File: config.mk
export PLATFORM = sky130hd
export DESIGN_NAME = motion_command_frame_parser
export DESIGN_NICKNAME = d
export VERILOG_FILES = /design/src/rtl/core/mcfp_pkg.sv /design/src/rtl/core/motion_command_frame_parser.sv
export SDC_FILE = /design/constraint.sdc
export NUM_CORES = 1
export LEC_CHECK = 0
export BUFFER_PORTS_ARGS = -buffer_cell sky130_fd_sc_hd__clkbuf_2
export CAP_MARGIN = 30
export CORE_MARGIN = 2
export CORE_UTILIZATION = 45
export CTS_CLUSTER_SIZE = 16
export DETAILED_ROUTE_END_ITERATION = 8
export MAX_ROUTING_LAYER = met4
export PLACE_DENSITY = 0.74
export SLEW_MARGIN = 30
export SYNTH_ARGS = -nofsm -noshare
export SYNTH_HDL_FRONTEND = slang
export SYNTH_SLANG_ARGS = --single-unit
File: constraint.sdc
create_clock -name clk_i -period 8.7 [get_ports clk_i]
set_input_delay 1.74 -clock clk_i [delete_from_list [all_inputs] [get_ports clk_i]]
set_output_delay 1.74 -clock clk_i [all_outputs]
set_load 0.01 [all_outputs]
File: src/rtl/core/mcfp_pkg.sv
// Shared constants for the motion command frame parser: framing bytes,
// command range, body layout, parser phase codes and result status codes.
// No dependencies.
`timescale 1ns / 1ps
`default_nettype none

package mcfp_pkg;

  // Framing bytes
  localparam logic [7:0] HDR_FIRST  = 8'h0E;
  localparam logic [7:0] HDR_SECOND = 8'h09;
  localparam logic [7:0] TRAILER    = 8'hFF;

  // Command types
  localparam logic [7:0] CMD_FIRST = 8'h0B;
  localparam logic [7:0] CMD_LAST  = 8'h0E;
  localparam logic [7:0] CMD_AXES  = 8'h0D;

  // Body layout
  localparam int unsigned FB_W       = 9;  // body byte counter width
  localparam int unsigned REC_BYTES  = 6;  // bytes per axis record
  localparam int unsigned AXIS_START = 5;  // body offset of the first record
  localparam int unsigned LEN_EXTRA  = 3;  // header pair plus trailer

  // Parser phase codes
  localparam logic [1:0] PH_HUNT = 2'd0;
  localparam logic [1:0] PH_GOT1 = 2'd1;
  localparam logic [1:0] PH_BODY = 2'd2;

  // Result status codes
  localparam logic [2:0] ST_OK       = 3'd0;
  localparam logic [2:0] ST_LEN      = 3'd1;
  localparam logic [2:0] ST_UNK_CMD  = 3'd2;
  localparam logic [2:0] ST_SHORT    = 3'd3;
  localparam logic [2:0] ST_OVERFLOW = 3'd4;

endpackage

`default_nettype wire

File: src/rtl/core/motion_command_frame_parser.sv
// Motion command frame parser: one received byte per cycle. A status result is valid at the
// output in the cycle after the trailer or overflow byte transfer. The first axis result of a
// good data frame passes emitter, read stage and output register after the trailer transfer, then
// one a cycle unless the output stalls. Input stalls only while earlier results still wait in the
// emitter, read stage or output register: frame-ending bytes then, record writes while axes emit.
// Reset (rst_ni, async low) clears all control state; the record memory is not cleared.
`timescale 1ns / 1ps
`default_nettype none

module motion_command_frame_parser #(
  parameter int unsigned AXES            = 5,
  parameter int unsigned MAX_FRAME_BYTES = 256
) (
  input  wire logic        clk_i,
  input  wire logic        rst_ni,
  // byte input channel
  input  wire logic        in_valid_i,
  output logic             in_stall_o,
  input  wire logic [7:0]  in_byte_i,
  // result output channel
  output logic             out_valid_o,
  input  wire logic        out_stall_i,
  output logic [2:0]       status_o,
  output logic [7:0]       command_o,
  output logic [15:0]      execute_code_o,
  output logic             has_axis_o,
  output logic [2:0]       axis_index_o,
  output logic [23:0]      pulse_count_o,
  output logic [22:0]      step_rate_o,
  output logic             direction_o,
  output logic             last_o
);
  import mcfp_pkg::*;

  localparam int unsigned AX_W = (AXES > 1) ? $clog2(AXES) : 1;
  localparam int unsigned REC_W = 8 * REC_BYTES;
  localparam logic [AX_W-1:0] AXIS_LAST = AX_W'(AXES - 1);
  localparam logic [FB_W-1:0] OVF_LIMIT = FB_W'(MAX_FRAME_BYTES - LEN_EXTRA);
  localparam logic [FB_W-1:0] BODY_AXIS = FB_W'(AXIS_START);
  localparam logic [FB_W-1:0] BODY_FULL = FB_W'(AXIS_START + REC_BYTES * AXES);
  localparam logic [FB_W-1:0] BODY_MIN  = FB_W'(LEN_EXTRA);
  localparam logic [2:0]      LANE_LAST = 3'(REC_BYTES - 1);

  // Parser state
  logic [1:0]      phase_q, phase_d;
  logic [FB_W-1:0] frame_bytes_q, frame_bytes_d;
  logic [7:0]      command_q, command_d;
  logic [15:0]     declared_q, declared_d;
  logic [15:0]     execute_q, execute_d;
  logic [AX_W-1:0] wr_axis_q, wr_axis_d;
  logic [2:0]      wr_lane_q, wr_lane_d;
  logic            wr_rgn_q, wr_rgn_d;

  // Emitter, read stage and output register
  logic            em_active_q;
  logic [AX_W-1:0] em_axis_q;
  logic [7:0]      em_cmd_q;
  logic [15:0]     em_exe_q;
  logic            rd_valid_q;
  logic [AX_W-1:0] rd_axis_q;
  logic            rd_last_q;
  logic [REC_W-1:0] rd_data_q;
  logic            out_valid_q;

  logic [REC_W-1:0] axis_mem [AXES];

  logic       in_fire, is_body, is_trl, ovf, gives_res, in_axis_rgn, wants_mem;
  logic       out_free, out_fire, rd_move, rd_free, issue, res_ok;
  logic       len_ok, cmd_ok, start_axes, res_load, mem_we;
  logic [2:0] eval_st, res_st;

  // Classify the incoming byte
  assign is_body     = (phase_q == PH_BODY);
  assign is_trl      = (in_byte_i == TRAILER);
  assign ovf         = (frame_bytes_q >= OVF_LIMIT);
  assign gives_res   = is_body & (is_trl | ovf);
  assign in_axis_rgn = wr_rgn_q & (frame_bytes_q >= BODY_AXIS);
  assign wants_mem   = is_body & ~is_trl & ~ovf & in_axis_rgn;

  // Output side handshake and read pipeline flow
  assign out_fire = out_valid_q & ~out_stall_i;
  assign out_free = ~out_valid_q | ~out_stall_i;
  assign rd_move  = rd_valid_q & out_free;
  assign rd_free  = ~rd_valid_q | rd_move;
  assign issue    = em_active_q & rd_free;
  assign res_ok   = ~em_active_q & ~rd_valid_q & out_free;

  // Hold bytes that would end a frame or overwrite records still being emitted
  assign in_stall_o = in_valid_i & ((gives_res & ~res_ok) | (wants_mem & em_active_q));
  assign in_fire    = in_valid_i & ~in_stall_o;

  // Check the frame at the trailer
  assign len_ok = (frame_bytes_q >= BODY_MIN) &&
                  (declared_q == (16'(frame_bytes_q) + 16'(LEN_EXTRA)));
  assign cmd_ok = command_q inside {[CMD_FIRST:CMD_LAST]};

  always_comb begin
    if (!len_ok) begin
      eval_st = ST_LEN;
    end else if (!cmd_ok) begin
      eval_st = ST_UNK_CMD;
    end else if ((command_q == CMD_AXES) && (frame_bytes_q < BODY_FULL)) begin
      eval_st = ST_SHORT;
    end else begin
      eval_st = ST_OK;
    end
  end

  assign res_st     = is_trl ? eval_st : ST_OVERFLOW;
  assign start_axes = in_fire & is_body & is_trl & (eval_st == ST_OK) &
                      (command_q == CMD_AXES);
  assign res_load   = in_fire & gives_res & ~start_axes;
  assign mem_we     = in_fire & wants_mem;

  // Parser next state
  always_comb begin
    phase_d       = phase_q;
    frame_bytes_d = frame_bytes_q;
    command_d     = command_q;
    declared_d    = declared_q;
    execute_d     = execute_q;
    wr_axis_d     = wr_axis_q;
    wr_lane_d     = wr_lane_q;
    wr_rgn_d      = wr_rgn_q;
    if (in_fire) begin
      case (phase_q)
        PH_GOT1: begin
          if (in_byte_i == HDR_SECOND) begin
            phase_d       = PH_BODY;
            frame_bytes_d = '0;
            command_d     = '0;
            declared_d    = '0;
            execute_d     = '0;
            wr_axis_d     = '0;
            wr_lane_d     = '0;
            wr_rgn_d      = 1'b1;
          end else if (in_byte_i != HDR_FIRST) begin
            phase_d = PH_HUNT;
          end
        end
        PH_BODY: begin
          if (is_trl || ovf) begin
            phase_d = PH_HUNT;
          end else begin
            case (frame_bytes_q)
              FB_W'(0): command_d        = in_byte_i;
              FB_W'(1): declared_d[7:0]  = in_byte_i;
              FB_W'(2): declared_d[15:8] = in_byte_i;
              FB_W'(3): execute_d[7:0]   = in_byte_i;
              FB_W'(4): execute_d[15:8]  = in_byte_i;
              default: ;
            endcase
            // advance the record write pointer
            if (in_axis_rgn) begin
              if (wr_lane_q == LANE_LAST) begin
                wr_lane_d = '0;
                wr_axis_d = wr_axis_q + 1'b1;
                if (wr_axis_q == AXIS_LAST) begin
                  wr_rgn_d = 1'b0;
                end
              end else begin
                wr_lane_d = wr_lane_q + 3'd1;
              end
            end
            frame_bytes_d = frame_bytes_q + 1'b1;
          end
        end
        default: begin
          phase_d = (in_byte_i == HDR_FIRST) ? PH_GOT1 : PH_HUNT;
        end
      endcase
    end
  end

  // Control registers
  always_ff @(posedge clk_i or negedge rst_ni) begin
    if (!rst_ni) begin
      phase_q       <= PH_HUNT;
      frame_bytes_q <= '0;
      command_q     <= '0;
      declared_q    <= '0;
      execute_q     <= '0;
      wr_axis_q     <= '0;
      wr_lane_q     <= '0;
      wr_rgn_q      <= 1'b0;
      em_active_q   <= 1'b0;
      em_axis_q     <= '0;
      rd_valid_q    <= 1'b0;
      rd_axis_q     <= '0;
      rd_last_q     <= 1'b0;
      out_valid_q   <= 1'b0;
    end else begin
      phase_q       <= phase_d;
      frame_bytes_q <= frame_bytes_d;
      command_q     <= command_d;
      declared_q    <= declared_d;
      execute_q     <= execute_d;
      wr_axis_q     <= wr_axis_d;
      wr_lane_q     <= wr_lane_d;
      wr_rgn_q      <= wr_rgn_d;
      // walk the axes of a good data frame
      if (start_axes) begin
        em_active_q <= 1'b1;
        em_axis_q   <= '0;
      end else if (issue) begin
        em_axis_q <= em_axis_q + 1'b1;
        if (em_axis_q == AXIS_LAST) begin
          em_active_q <= 1'b0;
        end
      end
      // read stage
      if (issue) begin
        rd_valid_q <= 1'b1;
        rd_axis_q  <= em_axis_q;
        rd_last_q  <= (em_axis_q == AXIS_LAST);
      end else if (rd_move) begin
        rd_valid_q <= 1'b0;
      end
      // output register
      if (rd_move || res_load) begin
        out_valid_q <= 1'b1;
      end else if (out_fire) begin
        out_valid_q <= 1'b0;
      end
    end
  end

  // Latch frame fields for the axis results
  always_ff @(posedge clk_i) begin
    if (start_axes) begin
      em_cmd_q <= command_q;
      em_exe_q <= execute_q;
    end
  end

  // Record memory: byte-lane write, registered read
  always_ff @(posedge clk_i) begin
    if (mem_we) begin
      axis_mem[wr_axis_q][{wr_lane_q, 3'b000} +: 8] <= in_byte_i;
    end
    if (issue) begin
      rd_data_q <= axis_mem[em_axis_q];
    end
  end

  // Output payload
  always_ff @(posedge clk_i) begin
    if (rd_move) begin
      status_o       <= ST_OK;
      command_o      <= em_cmd_q;
      execute_code_o <= em_exe_q;
      has_axis_o     <= 1'b1;
      axis_index_o   <= 3'(rd_axis_q);
      pulse_count_o  <= rd_data_q[23:0];
      step_rate_o    <= {rd_data_q[46:40], rd_data_q[39:24]};
      direction_o    <= rd_data_q[47];
      last_o         <= rd_last_q;
    end else if (res_load) begin
      status_o       <= res_st;
      command_o      <= command_q;
      execute_code_o <= execute_q;
      has_axis_o     <= 1'b0;
      axis_index_o   <= '0;
      pulse_count_o  <= '0;
      step_rate_o    <= '0;
      direction_o    <= 1'b0;
      last_o         <= 1'b1;
    end
  end

  assign out_valid_o = out_valid_q;

`ifndef SYNTH
  // Records must not change while the emitter still reads them
  a_no_write_while_emit: assert property (@(posedge clk_i) disable iff (!rst_ni)
    !(mem_we && em_active_q))
    else $error("record write during axis emission");

  // A frame-end result only enters while the emitter and read stage are empty
  a_res_path_empty: assert property (@(posedge clk_i) disable iff (!rst_ni)
    (res_load || start_axes) |-> (!em_active_q && !rd_valid_q))
    else $error("frame result while results pending");

  // Emitter stops after the final axis read
  a_emit_stops: assert property (@(posedge clk_i) disable iff (!rst_ni)
    (issue && (em_axis_q == AXIS_LAST)) |=> (!em_active_q && rd_valid_q && rd_last_q))
    else $error("emitter did not stop after final axis");
`endif

endmodule

`default_nettype wire
==> results.sh <==
export IMPL_cts_tree="yes"
export IMPL_worst_pin_slew_ns=0.9095
export IMPL_mostFrequentLayoutCell="edfxtp_1"
export IMPL_layout_common_cells="edfxtp_1, nand2_1, clkbuf_2, mux2_2"
export IMPL_min_from="execute_q[4]$_DFFE_PN0P_"
export IMPL_crit_family="simple AND/OR/NAND/NOR gates"
export IMPL_hold_path_depth=0
export IMPL_holdBufCountCts=0
export IMPL_drtAntennaViolNets=0
export IMPL_drive_gt1_share_pct=26.71
export IMPL_status="finished clean"
export IMPL_max_slew_margin_pct=39.21
export IMPL_initial_core_util_pct=45.76
export IMPL_yosys_top_cells_area="edfxtp_1, dfrtp_1, mux4_2"
export IMPL_fp_dieW_um=208.0
export IMPL_synth_area_mux_share_pct=11.39
export IMPL_fmax_mhz=190.3
export IMPL_routed_wl_mm=38.75
export IMPL_final_max_slew_viol_count=0
export IMPL_grt_max_degree=77
export IMPL_stdcell_count=1817
export IMPL_cp_max_fo=8
export IMPL_timing_rr_end="axis_mem[4][21]$_DFFE_PP_"
export IMPL_p_leak_nw=7.599
export IMPL_rows=74
export IMPL_first_pass_iters=6
export IMPL_synth_distinct_cells=76
export IMPL_cts_htree_levels=2
export IMPL_drtIter0Drc=873
export IMPL_netlist_area_leader_share_pct=62.22
export IMPL_period_share_pct=60.40
export IMPL_clk_pin_slew_ns=0.06
export IMPL_die_area_um2=43260
export IMPL_syn_inst=1152
export IMPL_grt_pass1_wl_mm=59.36
export IMPL_core_area_um2=40920
export IMPL_reg2reg_slack_ns=4.97
export IMPL_endpoint_kind="output port"
export IMPL_cp_start_kind="primary input"
export IMPL_hp_class="reg -> reg"
export IMPL_synth_top_family_by_area="multiplexers"
export IMPL_seq_area_frac_synth_pct=71.74
export IMPL_area_growth_syn_to_layout_pct=13.70
export IMPL_via_count=10180
export IMPL_cts_buffer_depth=3
export IMPL_setup_viol=0
export IMPL_dpl_cell_count=1735
export IMPL_ys_warn_count=0
export IMPL_clock_sinks=460
export IMPL_rr_worst_depth=8
export IMPL_track_usage_pct=18.33
export IMPL_finalNetCount=1276
export IMPL_avgSynthCellArea_um2=16.25
export IMPL_antenna_found_initial=1
export IMPL_syn_num_nets=1179
export IMPL_cpPeakStageDelay_ns=0.48
export IMPL_yosys_area_top_type="edfxtp_1"
export IMPL_holdPathEnd="em_exe_q[4]$_DFFE_PN_"
export IMPL_synthAdderAreaFrac_pct=1.002
export IMPL_wl_per_cell_um=21.32
export IMPL_gp_congestion=0.8534
export IMPL_cts_root_buf="clkbuf_16"
export IMPL_arrival_ns=3.51
export IMPL_grt_setup_unrepaired="no"
export IMPL_grt_pass1_vias=10120
export IMPL_worstPathCellList="clkbuf_2, nand2_1, nor3_4, or4_4, or3_1, a21oi_1, clkbuf_2"
export IMPL_cts_setup_buffers=0
export IMPL_finalCriticalPeriod_ns=5.254
export IMPL_io_pins=94
export IMPL_async_flop_share_pct=14.78
export IMPL_io_buffers=93
export IMPL_die_h_um=208.0
export IMPL_path_class="in -> out"
export IMPL_cts_resized=0
export IMPL_synth_compound_area_share_pct=3.401
export IMPL_yosys_area_share_xor_xnor_pct=0.4677
export IMPL_crit_slowest_cell="or4_4"
export IMPL_cellPowerDensity_nw_per_um2=218.0
export IMPL_vdd_ir_drop_max_mv=0.1287
export IMPL_fin_setup_tns_ns=0
export IMPL_cts_buffers_inserted=44
export IMPL_cp_required_ns=6.96
export IMPL_via_per_inst=5.604
export IMPL_ys_flop_type="edfxtp_1"
export IMPL_cpMostUsedCell="clkbuf_2"
export IMPL_drc=0
export IMPL_max_cap_violations=0
export IMPL_clock_skew_ns=0.02163
export IMPL_dp_hpwl_mm=25.10
export IMPL_syn_area_um2=18730
export IMPL_clk_latency_ns=0.56
export IMPL_path_buf_inv=2
export IMPL_synth_edf_count=388
export IMPL_hold_viol=0
export IMPL_yosys_area_share_simple_pct=10.29
export IMPL_grt_overflow=0
export IMPL_ys_ff_latch=460
export IMPL_r2r_start="frame_bytes_q[1]$_DFFE_PN0P_"
cell usage after synthesis, types with 19 or more instances:
master	instances
clkbuf_1	31
and2_1	36
nand2_1	128
o21ai_0	23
edfxtp_1	388
mux4_2	48
and3_1	53
inv_1	25
nor2_1	65
dfrtp_1	68
nand3_1	19
mux2_2	79
stage by stage:
step                util [%]  instance area [µm²]  hold slack (ns)  setup WS [ns]  total power, mW
floorplan                  -                18730           0.4379          3.880            2.621
global placement       48.21                19730           0.4520          3.443            2.685
detailed placement     48.32                19770           0.4552          3.423            2.695
CTS                    52.01                21280           0.4676          3.410            4.662
global route           52.02                21290           0.4791          3.385            4.774
finish                 52.02                21290           0.4617          3.446            4.641
report_power, final:
group	internal, mW	switching (mW)
sequential	2.41	0.0365
combinational	0.0577	0.146
clock	1.18	0.812
total	3.65	0.994
registers in the layout (all words and copies together) (netlist names), 16 cells and up:
name / count
axis_mem: 240
rd_data_q: 48
pulse_count_o: 24
step_rate_o: 23
declared_q: 16
em_exe_q: 16
execute_code_o: 16
execute_q: 16
worst max path at each step:
stage | startpoint | endpoint | slack [ns] | cells after the start
2_1_floorplan | in_byte_i[5] | axis_index_o[0]$_SDFFCE_PN0P_ | 3.88 | 6
3_3_place_gp | in_byte_i[1] | in_stall_o | 3.44 | 7
3_5_place_dp | in_byte_i[1] | in_stall_o | 3.42 | 7
4_1_cts | in_byte_i[1] | in_stall_o | 3.41 | 7
5_1_grt | in_byte_i[1] | in_stall_o | 3.38 | 7
6_report | in_byte_i[1] | in_stall_o | 3.45 | 7
final cells by class:
class                           count  area (µm²)
Fill cell                        3216       19630
Sequential cell                   460       13440
Multi-Input combinational cell    614        5017
Clock buffer                       54        1179
Tap cell                          532       665.6
Timing Repair Buffer              103       556.8
Clock inverter                     27       332.8
Inverter                           26       97.59
Antenna cell                        1       2.502
cells by family (layout without fill, tap and decap cells):
kind of cell | count (synthesis) | after routing
DFF | 460 | 460
AOI/OAI and AO/OA | 81 | 81
other | 0 | 1
muxes | 139 | 139
xor gates and xnor gates | 10 | 10
buffers and inverters | 78 | 210
and+or+nand+nor | 369 | 369
adders and majority gates | 15 | 15
layer usage:
metal  global-route usage [%]  part of all wire, %  vias to the layer above
met5                        -                    0                        -
met4                    7.361                  3.7                        0
met3                    3.275                  6.4                       75
met2                    29.76                   50                      351
met1                    22.96                   40                     5185
li1                         -                    -                     4571
worst register-to-register path: stages, from the launching register on:
cell      delay [ns]
dfrtp_1         0.52
inv_1           0.11
ha_1            0.21
inv_1           0.11
a211oi_4        0.10
or4_4           0.55
nor4_1          0.75
nand2_1         0.32
nor2_1          0.70
No activity file was read; power rests on OpenSTA's default activity.
